==> config.mk <==
export PLATFORM = sky130hd
export DESIGN_NAME = tpcs_ctrl
export DESIGN_NICKNAME = d
export VERILOG_FILES = /design/src/design/tpcs_pkg.sv /design/src/design/tpcs_ctrl.sv
export SDC_FILE = /design/constraint.sdc
export NUM_CORES = 1
export LEC_CHECK = 0
export ABC_CLOCK_PERIOD_IN_PS = 3000
export BUFFER_PORTS_ARGS = -buffer_cell sky130_fd_sc_hd__buf_2
export CORE_AREA = 2 2 63 47
export CTS_CLUSTER_DIAMETER = 40
export CTS_CLUSTER_SIZE = 16
export DETAILED_ROUTE_END_ITERATION = 10
export DIE_AREA = 0 0 65 49
export PLACE_DENSITY = 0.84
export SYNTH_ARGS = -nofsm -noshare
export SYNTH_HDL_FRONTEND = slang
export SYNTH_SLANG_ARGS = --single-unit
==> constraint.sdc <==
create_clock -name clock -period 3 [get_ports clock]
set_input_delay 0.6 -clock clock [delete_from_list [all_inputs] [get_ports clock]]
set_output_delay 0.6 -clock clock [all_outputs]
set_load 0.01 [all_outputs]
==> src/design/tpcs_pkg.sv <==
// tpcs_pkg: shared widths, constants, codes and control structs for the
// three-phase current sense front end. No dependencies; compile first.

package tpcs_pkg;

   // field widths
   localparam int ALPHA_W    = 16;
   localparam int CNT_W      = 16;
   localparam int SCALE_W    = 24;
   localparam int CUR_W      = 21;
   localparam int BUS_W      = 22;
   localparam int PHASE_W    = 2;
   localparam int CSR_IDX_W  = 3;
   localparam int CSR_DATA_W = 24;

   // register reset values
   localparam logic                  DRIVER_READY_RST  = 1'b1;
   localparam logic [ALPHA_W-1:0]    FILTER_ALPHA_RST  = 16'd15667;
   localparam logic [CNT_W-1:0]      CALIB_SAMPLES_RST = 16'd10000;
   localparam logic [SCALE_W-1:0]    CURRENT_SCALE_RST = 24'd54067;
   localparam logic [SCALE_W-1:0]    VOLT_SCALE_RST    = 24'd148684;
   localparam logic [BUS_W-1:0]      SUPPLY_LIMIT_RST  = 22'd1454899;

   // arithmetic constants
   localparam int Q16_ROUND     = 32768;        // half lsb of a q16 product
   localparam int CUR_ROUND     = 8388608;      // half lsb of a q24 product
   localparam int INTEG_GAIN    = 30270;        // 0.8/sqrt(3) in q0.16
   localparam int INTEG_W       = 15;
   localparam int TRACK_DIVISOR = 100;          // 0.99/0.01 average
   localparam int TRACK_ROUND   = 50;
   localparam int CUR_POS_LIMIT = 1048575;
   localparam int CUR_NEG_LIMIT = 1048576;

   typedef enum logic [CSR_IDX_W-1:0] {
      REG_DRIVER_READY  = 3'd0,
      REG_FILTER_ALPHA  = 3'd1,
      REG_CALIB_SAMPLES = 3'd2,
      REG_CURRENT_SCALE = 3'd3,
      REG_VOLT_SCALE    = 3'd4,
      REG_SUPPLY_LIMIT  = 3'd5
   } csr_index_type;

   typedef enum logic [PHASE_W-1:0] {
      PH_OFF     = 2'd0,
      PH_CALIB   = 2'd1,
      PH_DONE    = 2'd2,
      PH_MEASURE = 2'd3
   } phase_type;

   typedef enum logic [2:0] {
      ST_IDLE,
      ST_MUL,
      ST_FILT,
      ST_PREP,
      ST_DIV,
      ST_FIN,
      ST_OUT
   } ctrl_state_type;

   typedef struct packed {
      logic mul;
      logic filt;
      logic prep;
      logic div;
      logic fin;
      logic track;
   } lane_ctl_type;

   typedef struct packed {
      logic      bus_mul;
      logic      bus_upd;
      logic      load;
      phase_type phase;
   } merge_ctl_type;

endpackage

==> src/design/tpcs_ctrl.sv <==
// tpcs_ctrl: per-request sequencer and calibration state (count, calibrated
// flag, phase decision). Depends on tpcs_pkg.

module tpcs_ctrl (
   input  logic                           clock,
   input  logic                           reset,
   input  logic                           req_accept,
   input  logic                           slot_free,
   input  logic                           driver_ready,
   input  logic [tpcs_pkg::CNT_W-1:0]     calib_samples,
   output logic                           req_ready,
   output tpcs_pkg::lane_ctl_type         lane_ctl,
   output tpcs_pkg::merge_ctl_type        merge_ctl
);

   tpcs_pkg::ctrl_state_type state_ff, state_in;
   tpcs_pkg::phase_type      phase_ff, phase_w;
   logic [tpcs_pkg::CNT_W-1:0] count_ff, count_in;
   logic                     calibrated_ff, calibrated_in;

   always_comb begin
      if (driver_ready && !calibrated_ff) begin
         phase_w = (count_ff < calib_samples) ? tpcs_pkg::PH_CALIB : tpcs_pkg::PH_DONE;
      end else if (driver_ready) begin
         phase_w = tpcs_pkg::PH_MEASURE;
      end else begin
         phase_w = tpcs_pkg::PH_OFF;
      end
   end

   // next state
   always_comb begin
      state_in = state_ff;
      case (state_ff)
         tpcs_pkg::ST_IDLE: begin
            if (req_accept) state_in = tpcs_pkg::ST_MUL;
         end
         tpcs_pkg::ST_MUL:  state_in = tpcs_pkg::ST_FILT;
         tpcs_pkg::ST_FILT: state_in = tpcs_pkg::ST_PREP;
         tpcs_pkg::ST_PREP: state_in = tpcs_pkg::ST_DIV;
         tpcs_pkg::ST_DIV:  state_in = tpcs_pkg::ST_FIN;
         tpcs_pkg::ST_FIN:  state_in = tpcs_pkg::ST_OUT;
         tpcs_pkg::ST_OUT: begin
            if (slot_free) state_in = tpcs_pkg::ST_IDLE;
         end
         default: state_in = tpcs_pkg::ST_IDLE;
      endcase
   end

   // outputs
   always_comb begin
      req_ready         = state_ff == tpcs_pkg::ST_IDLE;
      lane_ctl.mul      = state_ff == tpcs_pkg::ST_MUL;
      lane_ctl.filt     = state_ff == tpcs_pkg::ST_FILT;
      lane_ctl.prep     = state_ff == tpcs_pkg::ST_PREP;
      lane_ctl.div      = state_ff == tpcs_pkg::ST_DIV;
      lane_ctl.fin      = state_ff == tpcs_pkg::ST_FIN;
      lane_ctl.track    = phase_w == tpcs_pkg::PH_CALIB;
      merge_ctl.bus_mul = state_ff == tpcs_pkg::ST_MUL;
      merge_ctl.bus_upd = (state_ff == tpcs_pkg::ST_FIN) && (phase_w == tpcs_pkg::PH_MEASURE);
      merge_ctl.load    = state_ff == tpcs_pkg::ST_OUT;
      merge_ctl.phase   = phase_ff;
   end

   // calibration bookkeeping, committed once per request
   always_comb begin
      count_in      = count_ff;
      calibrated_in = calibrated_ff;
      if (state_ff == tpcs_pkg::ST_FIN) begin
         if (phase_w == tpcs_pkg::PH_CALIB) begin
            count_in = count_ff + tpcs_pkg::CNT_W'(1);
         end else if (phase_w == tpcs_pkg::PH_DONE) begin
            count_in      = '0;
            calibrated_in = 1'b1;
         end
      end
   end

   always_ff @(posedge clock) begin
      if (reset) begin
         state_ff      <= tpcs_pkg::ST_IDLE;
         count_ff      <= '0;
         calibrated_ff <= 1'b0;
         phase_ff      <= tpcs_pkg::PH_OFF;
      end else begin
         state_ff      <= state_in;
         count_ff      <= count_in;
         calibrated_ff <= calibrated_in;
         if (state_ff == tpcs_pkg::ST_FIN) begin
            phase_ff <= phase_w;
         end
      end
   end

endmodule

==> flow_metrics.tcl <==
set metrics [dict create \
    tightest_slew_ns 0.349 \
    finalCritPeriodShare_pct 94.6 \
    row_count 16 \
    layout-drive-gt1-share_pct 21.0 \
    nNetsFinal 248 \
    arrival_ns 2.24 \
    cts-root-buf "clkbuf_8" \
    cts_sinks 22 \
    vias 1281 \
    tritoncts "yes" \
    cp.required_ns 2.40 \
    n_antenna_cell 0 \
    ys_warn_count 0 \
    final_max_slew_viol_count 0 \
    fp.dieW_um 65 \
    cts_max_level 1 \
    ir_worst_vdd_mv 0.284 \
    synth_common_cells "24 x inv_1, 23 x nor2_1, 22 x dfxtp_1" \
    fillCellCount 242 \
    synth_edf_count 0 \
    grt_use_total_pct 19.8 \
    dr.pass1.iters 4 \
    grt.overflow.total 0 \
    postSynthAreaPerCell_um2 8.07 \
    synth_nets 214 \
    fin_util_pct 63.8 \
    gp_congestion 0.754 \
    clk_pin_slew_ns 0.08 \
    antenna_found_initial 0 \
    final_hold_viol_count 0 \
    synthArstFlopShare_pct 0 \
    multi_input_area_um2 863 \
    drc 0 \
    ys_ff_latch 22 \
    grt_pass1_wl_um 4980 \
    fp.dieArea_um2 3190 \
    power_w 0.000582 \
    ys_seq_area_share_pct 30.8 \
    synth_top_area_share_pct 30.8 \
    syn_area_um2 1430 \
    start_util_pct 54.5 \
    fp.dieH_um 49 \
    viasPerCell 5.21 \
    ctsResizeCount 0 \
    synthToLayoutAreaGrowth_pct 17.1 \
    dp.cells 242 \
    stdcell_count 246 \
    slew_headroom_pct 76.7 \
    drt.antenna.violating_nets 0 \
    rsz0062_at_grt "no" \
    status "finished, final reports clean" \
    clock_latency_ns 0.26 \
    hold_path_class "reg2reg" \
    first_global_vias 1121 \
    critPathMaxFanout 2 \
    ctsHoldBuffers 0 \
    io_buffers 32 \
    synthCells 177 \
    setup_tns_ns 0 \
    cts_buffers 3 \
    hpwl_um 2290 \
    skew_ns 0.00534 \
    clock.fmax_ghz 0.352 \
    ios 33 \
    yosysMostFrequentCell "inv_1" \
    layout_min_cycle_time_ns 2.84 \
    regArea_um2 440 \
    leakagePower_nw 0.766 \
    setup_violations 0 \
    synth_cell_type_count 40 \
    drv_cap 0 \
    crit_path_start_kind "input pin" \
    dr.first_iter.drc_count 56 \
    critical_path_class "in2out" \
    yosys.area.top_type "dfxtp_1" \
    clock_path_buffers 2 \
    routed_wl_um 3020 \
    synth_top_flop_cell "dfxtp_1" \
    p_per_area_nw_per_um2 348 \
    postCtsSetupRepairBufs 0 \
    synth_area_leaders "dfxtp_1 31%, ha_1 14%, xnor2_1 7.4%" \
    grt_max_degree 15 \
    wire_per_inst_um 12.3 \
    endpoint_kind "output port" \
    coreArea_um2 2620 \
]
-- per-layer routing --
layer,GRT usage [%],vias to the layer above,part of all wire (%)
li1,-,676,-
met1,28.3,549,51
met2,30.2,52,40
met3,4.16,4,8.0
met4,5.32,0,0.96
met5,0,-,0
-- final cells by class --
| cell class | count | area share, % |
|---|---|---|
| Clock buffer | 4 | 3.29 |
| Timing Repair Buffer | 34 | 10.5 |
| Multi-Input combinational cell | 125 | 51.6 |
| Sequential cell | 22 | 26.3 |
| Inverter | 25 | 5.61 |
| Tap cell | 36 | 2.69 |
-- through the flow --
stage | instance area, µm² | setup slack [ns] | hold slack [ns]
2_1_floorplan | 1430 | 0.495 | 0.464
3_3_place_gp | 1620 | 0.245 | 0.496
3_5_place_dp | 1620 | 0.235 | 0.503
4_1_cts | 1670 | 0.180 | 0.520
5_1_grt | 1670 | 0.0887 | 0.560
6_report | 1670 | 0.163 | 0.520
-- cells by family after synthesis --
kind of cell	count (synthesis)	share of synthesized area [%]
simple gates	73	27.1
xor+xnor	14	8.58
compound gates	22	10.8
buf+inv	30	8.76
flops	22	30.8
fa+ha+maj	16	14.0
-- layout by cell type (no fill, tap or decap) --
cell type and n:
clkbuf_8 4, nor4_2 1, buf_2 32, a221o_1 1
or3_1 2, dfxtp_1 22, a21oi_1 5, and3_1 1
buf_4 2, and2_1 1, inv_1 24, nor3b_1 3
a41oi_2 1, a211oi_1 1, a2111oi_0 1, nor3_1 9
nor2_1 23, nor4_1 1, nand4_1 7, and3b_1 1
o21bai_1 1, nor2b_1 2, nand3b_2 1, nand3_2 1
a32o_1 1, xnor2_1 12, a31o_2 1, o41ai_1 1
nand2b_1 1, nand2_1 9, xor2_1 2, ha_1 16
and4_1 2, o32ai_1 1, nand3b_1 2, nand3_1 6
o21ai_0 6, a31oi_1 2, inv_2 1
-- final timing paths --
kind,slack [ns],cells after the start,from,endpoint
worst max-delay path,0.16,9,calib_samples[14],lane_ctl[0]
worst min-delay path,0.52,1,calibrated_ff$_SDFFE_PP0P_,calibrated_ff$_SDFFE_PP0P_
worst max register to register,0.83,7,count_ff[13]$_SDFFE_PP0P_,count_ff[10]$_SDFFE_PP0P_
worst min register to register,0.52,1,calibrated_ff$_SDFFE_PP0P_,calibrated_ff$_SDFFE_PP0P_
-- sequential cells by signal, summed over array words and instances (netlist names) --
name           count
calibrated_ff      1
count_ff          16
phase_ff           2
state_ff           3
-- worst max-delay path: stages --
cell	delay, ns
buf_2	0.07
inv_1	0.03
ha_1	0.29
nand4_1	0.19
or3_1	0.43
a221o_1	0.31
nand3_1	0.13
inv_1	0.05
buf_2	0.13
-- power breakdown --
part	total, W	switching [W]	internal (W)
logic	0.0000664	0.0000351	0.0000313
clock network	0.000213	0.0000960	0.000117
registers	0.000303	0.00000755	0.000295
Power figures use the tool's default switching activity.
