--- config.mk ---
export PLATFORM = sky130hd
export DESIGN_NAME = tpcs_lane
export DESIGN_NICKNAME = d
export VERILOG_FILES = /design/src/design/tpcs_pkg.sv /design/src/design/tpcs_lane.sv
export SDC_FILE = /design/constraint.sdc
export NUM_CORES = 2
export LEC_CHECK = 0
export BUFFER_PORTS_ARGS = -buffer_cell sky130_fd_sc_hd__buf_2
export CAP_MARGIN = 10
export CORE_MARGIN = 2
export CORE_UTILIZATION = 60
export CTS_BUF_LIST = sky130_fd_sc_hd__clkbuf_2
export CTS_CLUSTER_SIZE = 12
export DETAILED_ROUTE_END_ITERATION = 12
export PLACE_DENSITY = 0.82
export SLEW_MARGIN = 30
export SYNTH_ARGS = -nofsm -noshare
export SYNTH_HDL_FRONTEND = slang
export SYNTH_SLANG_ARGS = --single-unit
--- constraint.sdc ---
create_clock -name clock -period 7.5 [get_ports clock]
set_input_delay 0.75 -clock clock [delete_from_list [all_inputs] [get_ports clock]]
set_output_delay 0.75 -clock clock [all_outputs]
set_load 0.01 [all_outputs]
--- src/design/tpcs_pkg.sv ---
// tpcs_pkg: shared widths, constants, codes and control structs for the
// three-phase current sense front end. No dependencies; compile first.

package tpcs_pkg;

   // field widths
   localparam int ALPHA_W    = 16;
   localparam int CNT_W      = 16;
   localparam int SCALE_W    = 24;
   localparam int CUR_W      = 21;
   localparam int BUS_W      = 22;
   localparam int PHASE_W    = 2;
   localparam int CSR_IDX_W  = 3;
   localparam int CSR_DATA_W = 24;

   // register reset values
   localparam logic                  DRIVER_READY_RST  = 1'b1;
   localparam logic [ALPHA_W-1:0]    FILTER_ALPHA_RST  = 16'd15667;
   localparam logic [CNT_W-1:0]      CALIB_SAMPLES_RST = 16'd10000;
   localparam logic [SCALE_W-1:0]    CURRENT_SCALE_RST = 24'd54067;
   localparam logic [SCALE_W-1:0]    VOLT_SCALE_RST    = 24'd148684;
   localparam logic [BUS_W-1:0]      SUPPLY_LIMIT_RST  = 22'd1454899;

   // arithmetic constants
   localparam int Q16_ROUND     = 32768;        // half lsb of a q16 product
   localparam int CUR_ROUND     = 8388608;      // half lsb of a q24 product
   localparam int INTEG_GAIN    = 30270;        // 0.8/sqrt(3) in q0.16
   localparam int INTEG_W       = 15;
   localparam int TRACK_DIVISOR = 100;          // 0.99/0.01 average
   localparam int TRACK_ROUND   = 50;
   localparam int CUR_POS_LIMIT = 1048575;
   localparam int CUR_NEG_LIMIT = 1048576;

   typedef enum logic [CSR_IDX_W-1:0] {
      REG_DRIVER_READY  = 3'd0,
      REG_FILTER_ALPHA  = 3'd1,
      REG_CALIB_SAMPLES = 3'd2,
      REG_CURRENT_SCALE = 3'd3,
      REG_VOLT_SCALE    = 3'd4,
      REG_SUPPLY_LIMIT  = 3'd5
   } csr_index_type;

   typedef enum logic [PHASE_W-1:0] {
      PH_OFF     = 2'd0,
      PH_CALIB   = 2'd1,
      PH_DONE    = 2'd2,
      PH_MEASURE = 2'd3
   } phase_type;

   typedef enum logic [2:0] {
      ST_IDLE,
      ST_MUL,
      ST_FILT,
      ST_PREP,
      ST_DIV,
      ST_FIN,
      ST_OUT
   } ctrl_state_type;

   typedef struct packed {
      logic mul;
      logic filt;
      logic prep;
      logic div;
      logic fin;
      logic track;
   } lane_ctl_type;

   typedef struct packed {
      logic      bus_mul;
      logic      bus_upd;
      logic      load;
      phase_type phase;
   } merge_ctl_type;

endpackage

--- src/design/tpcs_lane.sv ---
// tpcs_lane: one phase lane - iir low-pass, offset tracker with a reciprocal
// multiply divide by 100, and scaled, saturated current. Depends on tpcs_pkg.

module tpcs_lane #(
   parameter int ADC_BITS  = 12,
   parameter int FRAC_BITS = 16
) (
   input  logic                                 clock,
   input  logic                                 reset,
   input  tpcs_pkg::lane_ctl_type               ctl,
   input  logic [ADC_BITS-1:0]                  sample,
   input  logic [tpcs_pkg::ALPHA_W-1:0]         alpha,
   input  logic [tpcs_pkg::SCALE_W-1:0]         scale,
   output logic signed [tpcs_pkg::CUR_W-1:0]    current
);

   localparam int SW     = ADC_BITS + FRAC_BITS;
   localparam int LO_W   = SW / 2;
   localparam int HI_W   = SW - LO_W;
   localparam int BETA_W = tpcs_pkg::ALPHA_W + 1;
   localparam int ACC_W  = SW + BETA_W + 1;
   localparam int NW     = SW + 1;
   localparam int QK     = NW + 7;
   localparam int MW     = NW + 1;
   localparam int NLO_W  = NW / 2;
   localparam int NHI_W  = NW - NLO_W;
   localparam int QW     = NW + MW;
   localparam int QUO_W  = QW - QK;
   localparam int PW     = SW + tpcs_pkg::SCALE_W + 1;
   localparam int RW     = (NW > tpcs_pkg::CUR_W + 1) ? NW : tpcs_pkg::CUR_W + 1;
   localparam logic [SW-1:0]     MID_OFFSET = SW'(1) << (SW - 1);
   localparam logic [BETA_W-1:0] ONE_Q16    = BETA_W'(1) << tpcs_pkg::ALPHA_W;
   // ceil(2^QK / 100), gives an exact floor(n / 100) for any n below 2^NW
   localparam logic [MW-1:0]     RECIP_100  =
      MW'(((64'd1 << QK) + 64'(tpcs_pkg::TRACK_DIVISOR - 1))
          / 64'(tpcs_pkg::TRACK_DIVISOR));

   // filter state and offset
   logic [SW-1:0] filt_ff, filt_in;
   logic [SW-1:0] off_ff, off_in;

   // low-pass partial products
   logic [BETA_W-1:0]                        beta;
   logic [tpcs_pkg::ALPHA_W+ADC_BITS-1:0]    px_ff;
   logic [BETA_W+LO_W-1:0]                   plo_ff;
   logic [BETA_W+HI_W-1:0]                   phi_ff;
   logic [ACC_W-1:0]                         acc;

   // tracker divide
   logic signed [SW+1:0] diff;
   logic [NW-1:0]        num_w;
   logic [NW-1:0]        num_ff;
   logic                 dneg_ff;
   logic [NLO_W+MW-1:0]  qlo_ff;
   logic [NHI_W+MW-1:0]  qhi_ff;
   logic [QW-1:0]        qprod;
   logic [QUO_W-1:0]     quot;

   // current path
   logic [SW-1:0]                        mag_ff;
   logic                                 cneg_ff;
   logic [LO_W+tpcs_pkg::SCALE_W-1:0]    clo_ff;
   logic [HI_W+tpcs_pkg::SCALE_W-1:0]    chi_ff;
   logic [PW-1:0]                        prod;
   logic [RW-1:0]                        rnd;
   logic [tpcs_pkg::CUR_W-1:0]           cur_ff, cur_in;

   // filt = (alpha*x + (1-alpha)*filt + 1/2) >> 16
   assign beta    = ONE_Q16 - BETA_W'(alpha);
   assign acc     = (ACC_W'(phi_ff) << LO_W) + ACC_W'(plo_ff)
                  + (ACC_W'(px_ff) << FRAC_BITS) + ACC_W'(tpcs_pkg::Q16_ROUND);
   assign filt_in = acc[tpcs_pkg::ALPHA_W +: SW];

   // floor((filt - off + 50) / 100) taken on magnitudes
   assign diff  = $signed({2'b00, filt_ff}) - $signed({2'b00, off_ff})
                + $signed((SW+2)'(tpcs_pkg::TRACK_ROUND));
   assign num_w = diff[SW+1] ? NW'(-diff + $signed((SW+2)'(tpcs_pkg::TRACK_DIVISOR - 1)))
                             : NW'(diff);

   // quotient from the two registered halves of num * reciprocal
   assign qprod = (QW'(qhi_ff) << NLO_W) + QW'(qlo_ff);
   assign quot  = qprod[QW-1:QK];

   assign off_in = dneg_ff ? off_ff - SW'(quot) : off_ff + SW'(quot);

   // current = round(mag * scale >> 24), saturated to 21 bits
   assign prod = (PW'(chi_ff) << LO_W) + PW'(clo_ff) + PW'(tpcs_pkg::CUR_ROUND);
   assign rnd  = RW'(prod[PW-1:tpcs_pkg::SCALE_W]);

   always_comb begin
      if (!cneg_ff) begin
         cur_in = (rnd > RW'(tpcs_pkg::CUR_POS_LIMIT)) ?
                  tpcs_pkg::CUR_W'(tpcs_pkg::CUR_POS_LIMIT) : rnd[tpcs_pkg::CUR_W-1:0];
      end else begin
         cur_in = (rnd > RW'(tpcs_pkg::CUR_NEG_LIMIT)) ?
                  tpcs_pkg::CUR_W'(tpcs_pkg::CUR_NEG_LIMIT) :
                  tpcs_pkg::CUR_W'(0) - rnd[tpcs_pkg::CUR_W-1:0];
      end
   end

   always_ff @(posedge clock) begin
      if (reset) begin
         filt_ff <= '0;
         off_ff  <= MID_OFFSET;
      end else begin
         if (ctl.filt) begin
            filt_ff <= filt_in;
         end
         if (ctl.fin && ctl.track) begin
            off_ff <= off_in;
         end
      end
   end

   always_ff @(posedge clock) begin
      if (ctl.mul) begin
         px_ff  <= alpha * sample;
         plo_ff <= beta * filt_ff[LO_W-1:0];
         phi_ff <= beta * filt_ff[SW-1:LO_W];
      end
      if (ctl.prep) begin
         num_ff  <= num_w;
         dneg_ff <= diff[SW+1];
         mag_ff  <= (filt_ff >= off_ff) ? filt_ff - off_ff : off_ff - filt_ff;
         cneg_ff <= filt_ff < off_ff;
      end
      if (ctl.div) begin
         qlo_ff <= num_ff[NLO_W-1:0] * RECIP_100;
         qhi_ff <= num_ff[NW-1:NLO_W] * RECIP_100;
         clo_ff <= mag_ff[LO_W-1:0] * scale;
         chi_ff <= mag_ff[SW-1:LO_W] * scale;
      end
      if (ctl.fin) begin
         cur_ff <= cur_in;
      end
   end

   assign current = $signed(cur_ff);

endmodule

==> flow_metrics.py <==
metrics = {
    "run_status": {
        "outcome": "finished clean",
    },
    "yosys": {
        "synth_ff_type": "edfxtp_1",
        "syn_area_um2": 75500,
        "ys_ff_latch": 340,
        "synth_top_area_share_pct": 33.0,
        "syn_area_per_cell_um2": 9.22,
        "synthArstFlopShare_pct": 0,
        "synth-edff-count": 284,
        "ys_seq_area_share_pct": 12.8,
        "ys_types": 102,
        "synth_top_area_cell": "fa_1",
        "synthTopCellsByArea": "fa_1, ha_1, edfxtp_1",
        "ys_warn_count": 0,
        "syn-instance-count": 8194,
        "synth_fp_nets": 10400,
    },
    "global_route": {
        "antenna_found_initial": 9,
        "grtUsageTotal_pct": 32.2,
        "grt_max_degree": 77,
        "overflow": 0,
        "grt_pass1_wl_mm": 325,
        "grt_pass1_vias": 62200,
    },
    "placed_design": {
        "gp_congestion": 0.991,
        "postPlaceCellArea_um2": 79400,
        "io_buffers": 80,
        "dpl.hpwl_mm": 166,
    },
    "job": {
        "max_cap_viol_count": 0,
    },
    "hold_path": {
        "min-delay-path-class": "in2reg",
        "worstHoldPathCells": 5,
        "hold_path_end": "chi_ff[2]",
        "hold_path_startpoint": "scale[2]",
    },
    "layout": {
        "final_util_pct": 64.5,
        "drive_gt1_share_pct": 7.91,
        "ff_latch_area_um2": 9650,
        "areaGrowthSynthToFinish_pct": 6.98,
        "fillers": 9896,
        "finalNetCount": 10600,
        "design_area_um2": 80800,
        "multi_input_area_um2": 59200,
    },
    "sta": {
        "maxSlewHeadroom_pct": 34.8,
        "slew_violations": 0,
        "tightest_slew_ns": 0.968,
        "fmax_mhz": 137,
        "min_period_over_period_pct": 97.1,
        "finalSetupViolCount": 0,
        "finalHoldViolations": 0,
        "skew_ns": 0.182,
        "fin_crit_ns": 7.28,
    },
    "clock_network": {
        "path_clk_slew_ns": 0.14,
        "cts-root-buf": "clkbuf_2",
        "htree_levels": 3,
        "clock_sinks": 340,
        "numCtsBuffers": 98,
        "max-clock-path-buffers": 3,
        "clock_latency_ns": 1.49,
        "tritoncts": "built",
    },
    "critical_path": {
        "critPathSlowestCell": "fa_1",
        "worst-r2r-cell-count": 26,
        "crit_path_start_kind": "flip-flop",
        "cpPeakStageDelay_ns": 0.55,
        "path_class": "reg2reg",
        "worstReg2RegStart": "mag_ff[4]",
        "critPathTopFamily": "adder cells",
        "ff2ff_setup_slack_ns": 0.22,
        "worst_path_most_repeated_cell": "fa_1",
        "end_kind": "flip-flop",
        "r2r-end": "clo_ff[35]",
        "crit_fanout": 8,
        "worstPathArrival_ns": 8.42,
        "cp_num_buf_inv": 6,
        "cp.required_ns": 8.64,
    },
    "routing": {
        "wl_per_cell_um": 19.9,
        "drt_first_pass_iters": 6,
        "wl_mm": 201,
        "drc": 0,
        "drtIter0Drc": 4188,
        "vias": 58800,
        "ant_nets": 0,
        "avgViaCountPerCell": 5.81,
    },
    "floorplan": {
        "core_um2": 125000,
        "core.rowCount": 130,
        "dieArea_um2": 129000,
        "die_width_um": 359,
        "initial_core_util_pct": 60.3,
        "num_io_pins": 81,
        "die_y_um": 359,
    },
}
[Yosys cell counts (13+ instances only)]
cell       count
nor2_1       299
o211ai_1      36
a211oi_1      40
nand2b_1      52
xor2_1       105
a21o_1       127
or2_2         23
o21a_1        59
a211o_1       15
a2111oi_0     13
inv_1       1501
dfxtp_1       56
a31oi_1       30
a21boi_0      17
o31a_1        15
mux2i_1       36
nand2_1      992
o31ai_1       20
ha_1         952
o21bai_1      21
and3_1        57
o21ai_0      180
buf_2         15
nor2b_1       49
a21oi_1      279
or3_1         35
edfxtp_1     284
and2_1       591
nor4_1        17
nor3_1       116
clkbuf_1     290
xnor2_1      266
fa_1        1243
nand4_1       44
nand3_1       91
[area by class of cell]
class | count | area share, %
multi-input cells | 6031 | 73.3
clock inverters | 44 | 0.412
well taps | 1650 | 2.56
repair buffers | 414 | 3.90
inverters | 1505 | 7.00
flip-flops and latches | 340 | 11.9
diodes | 11 | 0.0341
clock buffers | 132 | 0.818
[what timing repair did]
item	in CTS	in global routing
hold buffers	11	1
endpoints found under the setup margin	3	9
setup buffers	2	9
pin swaps	0	10
endpoints found under the hold margin	123	75
cloned	0	0
resized for setup	1	10
[layer usage]
layer,up-vias,track usage (%),wire (um)
met5,-,0,57
met4,10,19.4,14500
met3,675,6.09,15400
met2,2475,53.4,95400
met1,29100,39.1,75700
li1,26600,-,-
[flip-flops by register name, summed over array words and instances (netlist names)]
name,count
current,21
off_ff,28
phi_ff,30
cneg_ff,1
clo_ff,24
mag_ff,28
qhi_ff,41
plo_ff,17
num_ff,29
chi_ff,38
filt_ff,28
dneg_ff,1
px_ff,28
qlo_ff,26
[metrics by stage]
stage	hold WS (ns)	setup WS [ns]	TNS, ns	instances
final	0.189	0.219	0	10100
after global routing	0.127	-0.0218	-0.0428	10100
after CTS	0.00138	0.0808	0	10100
after detailed placement	0.492	-0.553	-8.18	9915
after global placement	0.479	-0.496	-5.85	9915
after floorplan	0.465	-0.0216	-0.0232	8194
[how the worst max path moves through the flow]
stage	start	cells past startpoint	to
finish	mag_ff[4]	26	clo_ff[35]
floorplan	alpha[2]	29	plo_ff[30]
global route	mag_ff[4]	26	clo_ff[35]
global placement	alpha[4]	30	phi_ff[29]
CTS	mag_ff[4]	25	clo_ff[37]
detailed placement	alpha[4]	29	phi_ff[29]
[worst reg2reg max path: cells and delay by family (launching register included)]
| family | cells | cell delay, ns |
|---|---|---|
| adders and majority gates | 7 | 3.32 |
| DFF | 1 | 0.46 |
| AOI/OAI and AO/OA | 10 | 2.26 |
| xor gates and xnor gates | 1 | 0.08 |
| and+or+nand+nor | 2 | 0.39 |
| buffers and inverters | 6 | 0.55 |
[logic make-up after synthesis]
group	after synthesis	share of synthesized area [%]
DFF	340	12.8
AOI/OAI and AO/OA	997	8.78
xor gates and xnor gates	373	4.35
and+or+nand+nor	2426	15.7
muxes	40	0.542
buffers and inverters	1823	9.12
adders and majority gates	2195	48.7
[placed cells by master, fill, tap and decap left out, types with 253 or more instances in the layout]
master    instances
inv_1          1501
a21oi_1         277
buf_4           304
nor2_1          297
edfxtp_1        284
and2_1          591
ha_1            950
xnor2_1         253
nand2_1         992
fa_1           1242
Power is left out: the tool's default activity adds up to more than one toggle a clock period on the data nets, which glitch-free logic cannot reach.
