$ cat config.mk
export PLATFORM = sky130hd
export DESIGN_NAME = tpcs_merge_flat
export DESIGN_NICKNAME = d
export VERILOG_FILES = /design/src/design/tpcs_pkg.sv /design/src/design/tpcs_ifs.sv /design/src/design/tpcs_merge.sv /design/src/flat_wrapper.sv
export SDC_FILE = /design/constraint.sdc
export NUM_CORES = 1
export LEC_CHECK = 0
export ABC_AREA = 1
export BUFFER_PORTS_ARGS = -buffer_cell sky130_fd_sc_hd__buf_4
export CORE_ASPECT_RATIO = 0.75
export CORE_MARGIN = 3
export CORE_UTILIZATION = 57
export DETAILED_ROUTE_END_ITERATION = 8
export GPL_TIMING_DRIVEN = 0
export PLACE_DENSITY = 0.77
export SLEW_MARGIN = 5
export SYNTH_ARGS = -nofsm -noshare
export SYNTH_HDL_FRONTEND = slang
export SYNTH_SLANG_ARGS = --single-unit
$ cat constraint.sdc
create_clock -name clock -period 7.27 [get_ports clock]
set_clock_uncertainty 0.1 [all_clocks]
set_input_delay 0 -clock clock [delete_from_list [all_inputs] [get_ports clock]]
set_output_delay 0 -clock clock [all_outputs]
set_load 0.01 [all_outputs]
$ cat src/design/tpcs_pkg.sv
// tpcs_pkg: shared widths, constants, codes and control structs for the
// three-phase current sense front end. No dependencies; compile first.

package tpcs_pkg;

   // field widths
   localparam int ALPHA_W    = 16;
   localparam int CNT_W      = 16;
   localparam int SCALE_W    = 24;
   localparam int CUR_W      = 21;
   localparam int BUS_W      = 22;
   localparam int PHASE_W    = 2;
   localparam int CSR_IDX_W  = 3;
   localparam int CSR_DATA_W = 24;

   // register reset values
   localparam logic                  DRIVER_READY_RST  = 1'b1;
   localparam logic [ALPHA_W-1:0]    FILTER_ALPHA_RST  = 16'd15667;
   localparam logic [CNT_W-1:0]      CALIB_SAMPLES_RST = 16'd10000;
   localparam logic [SCALE_W-1:0]    CURRENT_SCALE_RST = 24'd54067;
   localparam logic [SCALE_W-1:0]    VOLT_SCALE_RST    = 24'd148684;
   localparam logic [BUS_W-1:0]      SUPPLY_LIMIT_RST  = 22'd1454899;

   // arithmetic constants
   localparam int Q16_ROUND     = 32768;        // half lsb of a q16 product
   localparam int CUR_ROUND     = 8388608;      // half lsb of a q24 product
   localparam int INTEG_GAIN    = 30270;        // 0.8/sqrt(3) in q0.16
   localparam int INTEG_W       = 15;
   localparam int TRACK_DIVISOR = 100;          // 0.99/0.01 average
   localparam int TRACK_ROUND   = 50;
   localparam int CUR_POS_LIMIT = 1048575;
   localparam int CUR_NEG_LIMIT = 1048576;

   typedef enum logic [CSR_IDX_W-1:0] {
      REG_DRIVER_READY  = 3'd0,
      REG_FILTER_ALPHA  = 3'd1,
      REG_CALIB_SAMPLES = 3'd2,
      REG_CURRENT_SCALE = 3'd3,
      REG_VOLT_SCALE    = 3'd4,
      REG_SUPPLY_LIMIT  = 3'd5
   } csr_index_type;

   typedef enum logic [PHASE_W-1:0] {
      PH_OFF     = 2'd0,
      PH_CALIB   = 2'd1,
      PH_DONE    = 2'd2,
      PH_MEASURE = 2'd3
   } phase_type;

   typedef enum logic [2:0] {
      ST_IDLE,
      ST_MUL,
      ST_FILT,
      ST_PREP,
      ST_DIV,
      ST_FIN,
      ST_OUT
   } ctrl_state_type;

   typedef struct packed {
      logic mul;
      logic filt;
      logic prep;
      logic div;
      logic fin;
      logic track;
   } lane_ctl_type;

   typedef struct packed {
      logic      bus_mul;
      logic      bus_upd;
      logic      load;
      phase_type phase;
   } merge_ctl_type;

endpackage

$ cat src/design/tpcs_ifs.sv


interface tpcs_rsp_if ();
   logic                                valid;
   logic                                ready;
   logic signed [tpcs_pkg::CUR_W-1:0]   current_a;
   logic signed [tpcs_pkg::CUR_W-1:0]   current_b;
   logic signed [tpcs_pkg::CUR_W-1:0]   current_c;
   logic        [tpcs_pkg::BUS_W-1:0]   bus_volts;
   logic        [tpcs_pkg::BUS_W-1:0]   integ_limit;
   logic        [tpcs_pkg::PHASE_W-1:0] phase;

   modport source (output valid, current_a, current_b, current_c, bus_volts, integ_limit,
                   phase, input ready);
   modport sink (input valid, current_a, current_b, current_c, bus_volts, integ_limit,
                 phase, output ready);
endinterface


$ cat src/design/tpcs_merge.sv
// tpcs_merge: bus voltage scaling and clamp, integrator limit, and the result
// register that combines the three lanes. Depends on tpcs_pkg, tpcs_ifs.

module tpcs_merge #(
   parameter int ADC_BITS  = 12,
   parameter int FRAC_BITS = 16
) (
   input  logic                              clock,
   input  logic                              reset,
   input  tpcs_pkg::merge_ctl_type           ctl,
   input  logic [ADC_BITS-1:0]               sample_bus,
   input  logic [tpcs_pkg::SCALE_W-1:0]      volt_scale,
   input  logic [tpcs_pkg::BUS_W-1:0]        supply_limit,
   input  logic signed [tpcs_pkg::CUR_W-1:0] cur_a,
   input  logic signed [tpcs_pkg::CUR_W-1:0] cur_b,
   input  logic signed [tpcs_pkg::CUR_W-1:0] cur_c,
   output logic                              slot_free,
   tpcs_rsp_if.source                        rsp
);

   localparam int VSH   = tpcs_pkg::SCALE_W - FRAC_BITS;
   localparam int VHALF = (2 ** VSH) / 2;
   localparam int BP_W  = ADC_BITS + tpcs_pkg::SCALE_W + 1;
   localparam int IP_W  = tpcs_pkg::BUS_W + tpcs_pkg::INTEG_W + 1;

   logic [BP_W-1:0]                bus_prod_ff;
   logic [BP_W-1:0]                volts;
   logic [tpcs_pkg::BUS_W-1:0]     last_bus_ff, last_bus_in;
   logic [IP_W-1:0]                integ;
   logic                           rsp_valid_ff;
   logic                           load;
   logic                           measuring;
   logic [tpcs_pkg::CUR_W-1:0]     rsp_a_ff, rsp_b_ff, rsp_c_ff;
   logic [tpcs_pkg::BUS_W-1:0]     rsp_bus_ff, rsp_integ_ff;
   tpcs_pkg::phase_type            rsp_phase_ff;

   assign volts       = (bus_prod_ff + BP_W'(VHALF)) >> VSH;
   assign last_bus_in = (volts > BP_W'(supply_limit)) ? supply_limit
                                                      : volts[tpcs_pkg::BUS_W-1:0];
   assign integ       = (IP_W'(last_bus_ff) * IP_W'(tpcs_pkg::INTEG_GAIN)
                        + IP_W'(tpcs_pkg::Q16_ROUND)) >> 16;

   assign slot_free = !rsp_valid_ff || rsp.ready;
   assign load      = ctl.load && slot_free;
   assign measuring = ctl.phase == tpcs_pkg::PH_MEASURE;

   always_ff @(posedge clock) begin
      if (reset) begin
         last_bus_ff  <= '0;
         rsp_valid_ff <= 1'b0;
      end else begin
         if (ctl.bus_upd) begin
            last_bus_ff <= last_bus_in;
         end
         if (load) begin
            rsp_valid_ff <= 1'b1;
         end else if (rsp.ready) begin
            rsp_valid_ff <= 1'b0;
         end
      end
   end

   always_ff @(posedge clock) begin
      if (ctl.bus_mul) begin
         bus_prod_ff <= sample_bus * volt_scale;
      end
      if (load) begin
         rsp_a_ff     <= measuring ? cur_a : '0;
         rsp_b_ff     <= measuring ? cur_b : '0;
         rsp_c_ff     <= measuring ? cur_c : '0;
         rsp_bus_ff   <= last_bus_ff;
         rsp_integ_ff <= integ[tpcs_pkg::BUS_W-1:0];
         rsp_phase_ff <= ctl.phase;
      end
   end

   assign rsp.valid       = rsp_valid_ff;
   assign rsp.current_a   = $signed(rsp_a_ff);
   assign rsp.current_b   = $signed(rsp_b_ff);
   assign rsp.current_c   = $signed(rsp_c_ff);
   assign rsp.bus_volts   = rsp_bus_ff;
   assign rsp.integ_limit = rsp_integ_ff;
   assign rsp.phase       = rsp_phase_ff;

endmodule

$ cat src/flat_wrapper.sv
// flat-port wrapper written by rule: the top's interface ports become plain ports
module tpcs_merge_flat 
#(
   parameter int ADC_BITS  = 12,
   parameter int FRAC_BITS = 16
)
  (clock, reset, ctl, sample_bus, volt_scale, supply_limit, cur_a, cur_b, cur_c, slot_free, rsp_valid, rsp_current_a, rsp_current_b, rsp_current_c, rsp_bus_volts, rsp_integ_limit, rsp_phase, rsp_ready);
  tpcs_rsp_if rsp_i ();
  input  logic clock;
  input  logic reset;
  input  tpcs_pkg::merge_ctl_type ctl;
  input  logic [ADC_BITS-1:0] sample_bus;
  input  logic [tpcs_pkg::SCALE_W-1:0] volt_scale;
  input  logic [tpcs_pkg::BUS_W-1:0] supply_limit;
  input  logic signed [tpcs_pkg::CUR_W-1:0] cur_a;
  input  logic signed [tpcs_pkg::CUR_W-1:0] cur_b;
  input  logic signed [tpcs_pkg::CUR_W-1:0] cur_c;
  output logic slot_free;
  output wire logic [$bits(rsp_i.valid)-1:0] rsp_valid;
  output wire logic [$bits(rsp_i.current_a)-1:0] rsp_current_a;
  output wire logic [$bits(rsp_i.current_b)-1:0] rsp_current_b;
  output wire logic [$bits(rsp_i.current_c)-1:0] rsp_current_c;
  output wire logic [$bits(rsp_i.bus_volts)-1:0] rsp_bus_volts;
  output wire logic [$bits(rsp_i.integ_limit)-1:0] rsp_integ_limit;
  output wire logic [$bits(rsp_i.phase)-1:0] rsp_phase;
  input wire logic [$bits(rsp_i.ready)-1:0] rsp_ready;
  assign rsp_valid = rsp_i.valid;
  assign rsp_current_a = rsp_i.current_a;
  assign rsp_current_b = rsp_i.current_b;
  assign rsp_current_c = rsp_i.current_c;
  assign rsp_bus_volts = rsp_i.bus_volts;
  assign rsp_integ_limit = rsp_i.integ_limit;
  assign rsp_phase = rsp_i.phase;
  assign rsp_i.ready = rsp_ready;
  tpcs_merge #(.ADC_BITS(ADC_BITS), .FRAC_BITS(FRAC_BITS)) u_core (.clock(clock), .reset(reset), .ctl(ctl), .sample_bus(sample_bus), .volt_scale(volt_scale), .supply_limit(supply_limit), .cur_a(cur_a), .cur_b(cur_b), .cur_c(cur_c), .slot_free(slot_free), .rsp(rsp_i));
endmodule
==> flow_summary_export.csv <==
group,metric,value,unit
die,fp.dieArea,0.0450,sq mm
timing,layout_min_cycle_time,6960,ps
logic_synthesis,synth.most_common_cell,"inv_1",
worst_hold_path,whs_path_depth,6,
pwr,p_leak,0.0156,uW
worst_setup_path,cp_slowest_cell,"fa_1",
route,vias,21300,
global_routing,grt_first_pass_wirelength,114000,um
place,pre_cts_slack,377,ps
timing,slew_headroom,0.422,
logic_synthesis,synth_top_area_frac,0.288,
logic_synthesis,netlist_area,0.0242,sq mm
pwr,ir_worst_vdd,437,uV
die,core,0.0414,sq mm
worst_setup_path,crit_chain,"inv_1 > fa_1 > fa_1 > fa_1 > fa_1 > inv_1 > fa_1 > inv_1 > fa_1 > inv_1 > ha_1 > nand2_1 > nor2_1 > inv_1 > nor3_1 > o21ai_1 > nand3_1 > nand2_1 > nor2_1 > nand2_1 > nor2_1 > nand3_1 > nand2_1 > nand2_1",
timing,finalSetupViolations,0,
logic_synthesis,synth_commonest_cells,"inv_1 (840), nand2_1 (825), fa_1 (348)",
worst_setup_path,critPathKind,"flop to flop",
timing,fmax,0.144,GHz
timing,maxSlewViolCount,0,
die,placementRows,64,
clocking,cts_buffers,17,
route,first_pass_iters,6,
worst_setup_path,crit_buf_inv,5,
worst_setup_path,crit_path_end_kind,"flop",
clocking,clkTransAtPathRegs,70,ps
die,die-width,244,um
worst_hold_path,hp-class,"primary input to flop",
finish,fin_area,0.0285,sq mm
clocking,htreeDepth,4,
clocking,clockBufferDepth,2,
logic_synthesis,ys.flop_type,"edfxtp_1",
place,port_buffers,239,
finish,fill_cells,3383,
finish,regArea,0.00461,sq mm
route,ant_nets,0,
worst_setup_path,required,7390,ps
route,drc,0,
logic_synthesis,ys_ff_latch,161,
route,first_iter_violations,2345,
timing,setup_tns,0,ps
worst_hold_path,hold_start,"volt_scale[0]",
pwr,powerDensity,456,mW/mm^2
clocking,cts_tree,"done",
place,place_area,0.0269,sq mm
global_routing,grt_antenna_before_repair,2,
place,dp_hpwl,57700,um
global_routing,grt_start_max_net_pins,30,
logic_synthesis,synth_area_leader_cell,"fa_1",
route,wl_per_cell,17.6,um
worst_setup_path,timing.rr.end,"u_core.rsp.integ_limit[17]",
worst_setup_path,critPathArrivalTime,7070,ps
logic_synthesis,syn_nets,3781,
logic_synthesis,avgSynthCellArea,7.85,sq um
finish,drive_above_1_share,0.102,
logic_synthesis,synth-edff-count,138,
worst_setup_path,path_delay_family,"adder cells",
die,initial_core_util,0.585,
worst_setup_path,r2r_slack,310,ps
timing,rsz0062_at_grt,"false",
global_routing,grt_pass1_vias,21700,
die,ios,240,
clocking,clk_latency,460,ps
worst_setup_path,path_max_fanout,6,
timing,worst_slack,313,ps
global_routing,grtUsageTotal,0.326,
finish,finalNetCount,4141,
die,die_h,185,um
flow_run,maxCapViolCount,0,
place,place_congestion,0.984,
worst_hold_path,min_delay_worst_endpoint,"u_core.bus_prod_ff[13]",
worst_setup_path,cp_slowest_stage_delay,690,ps
worst_setup_path,reg2reg_from,"u_core.last_bus_ff[10]",
status,status,"completed",
worst_setup_path,r2r_cells,24,
logic_synthesis,yosys_warnings,0,
timing,worst_pin_slew,867,ps
logic_synthesis,ys_seq_area_frac,0.190,
global_routing,overflow,0,
logic_synthesis,async_reset_ff_frac,0,
clocking,cts_root_buf,"clkbuf_16",
timing,hold_viol_final,0,
worst_setup_path,worstSetupStartpointType,"flop",
worst_setup_path,cpMostUsedCell,"fa_1",
timing,fin_crit_sh,0.957,
logic_synthesis,synth_cell_types,39,
route,vias_per_cell,5.30,
logic_synthesis,synth_area_leaders,"fa_1 (29%), edfxtp_1 (17%), inv_1 (13%), nand2_1 (13%), ha_1 (11%)",
route,wirelength,70600,um
finish,multiInputGateArea,0.0162,sq mm
clocking,numClockSinks,161,
finish,area.growth.synth_to_final,17.5,%
logic_synthesis,postSynthCellCount,3085,
placed cells by master (no fill, tap or decap), types with 3 or more instances in the layout:
cell type	instances
ha_1	219
o221ai_1	3
a31oi_1	12
dfxtp_1	18
o21ai_0	21
nand3_1	81
buf_16	4
dfxtp_2	5
dlygate4sd3_1	93
and2_1	7
clkbuf_16	17
inv_6	5
inv_1	837
o21ai_1	4
buf_4	243
nor2_4	9
nor3_1	16
clkinv_1	3
edfxtp_1	138
o21a_1	4
nor2_2	19
a21oi_1	89
nor4_1	4
nand4_1	47
o21bai_1	4
nand2_1	825
buf_2	6
fa_1	348
nand2_2	12
nor2_1	199
nand3b_1	5
clkinv_8	3
clkbuf_1	60
inv_2	8
nand3_4	3
xnor2_1	18
xor2_1	45
logic make-up after synthesis:
group / count (synthesis) / synth area share
AND/OR/NAND/NOR: 1234 / 0.212
AO/OA/AOI/OAI: 142 / 0.0317
adder cells (fa/ha/maj): 567 / 0.401
flip-flops: 161 / 0.190
buffers and inverters: 918 / 0.143
XOR/XNOR: 63 / 0.0228
worst register-to-register path, stage by stage (launching register included):
cell and delay [ps]:
dfxtp_1 580, inv_1 260, fa_1 690, fa_1 480
fa_1 500, fa_1 540, inv_1 50, fa_1 530
inv_1 50, fa_1 490, inv_1 40, ha_1 410
nand2_1 140, nor2_1 270, inv_1 100, nor3_1 230
o21ai_1 190, nand3_1 130, nand2_1 130, nor2_1 200
nand2_1 70, nor2_1 310, nand3_1 110, nand2_1 80
nand2_1 50
power by group:
group | switching [uW] | internal [uW] | total (uW)
registers | 164 | 1520 | 1690
logic | 6820 | 3480 | 10300
clock network | 459 | 524 | 983
per-layer routing:
layer,up-vias,global-route usage,part of all wire
met5,-,0,0
met4,0,0.0757,0.022
met1,10100,0.478,0.43
met2,1144,0.463,0.40
met3,119,0.116,0.14
li1,9876,-,-
state kept, by name, indices dropped and copies added (netlist names):
register,count
u_core.rsp.current_c,21
u_core.rsp.current_b,21
u_core.rsp.phase,2
u_core.rsp.integ_limit,22
u_core.rsp.valid,1
u_core.rsp.bus_volts,22
u_core.bus_prod_ff,29
u_core.rsp.current_a,21
u_core.last_bus_ff,22
metrics by stage:
step                hold slack [ps]   util  instances  total power (uW)
global placement               91.8  0.646       3885             11300
CTS                             175  0.686       4015             12700
global route                    194  0.688       4020             14300
detailed placement             91.9  0.649       3890             11600
finish                          202  0.688       4020             13000
floorplan                     -30.9      -       3085              8940
layout make-up:
type	instances	share of cell area
buffer	68	0.00976
tap	561	0.0247
clock inverter	15	0.00681
clock buffer	17	0.0149
sequential	161	0.162
multi-input combinational	2006	0.568
inverter	850	0.112
timing repair buffer	341	0.101
antenna	1	0.0000879
how the worst max path moves through the flow:
stage | from | end | cells after the start
floorplan | u_core.rsp.valid | u_core.rsp.bus_volts[0] | 1
global route | u_core.last_bus_ff[5] | u_core.rsp.integ_limit[18] | 25
global placement | u_core.rsp.valid | u_core.rsp.integ_limit[0] | 1
CTS | u_core.last_bus_ff[11] | u_core.rsp.integ_limit[18] | 25
finish | u_core.last_bus_ff[10] | u_core.rsp.integ_limit[17] | 24
detailed placement | u_core.last_bus_ff[11] | u_core.rsp.integ_limit[18] | 25
what timing repair did:
| item | in CTS | in global routing |
|---|---|---|
| gates resized for setup | 0 | 9 |
| endpoints found under the hold margin | 128 | 0 |
| setup endpoints to repair | 0 | 5 |
| setup buffers | 0 | 4 |
| hold buffers | 93 | 0 |
Note: power is estimated with default switching activity, not from simulation.
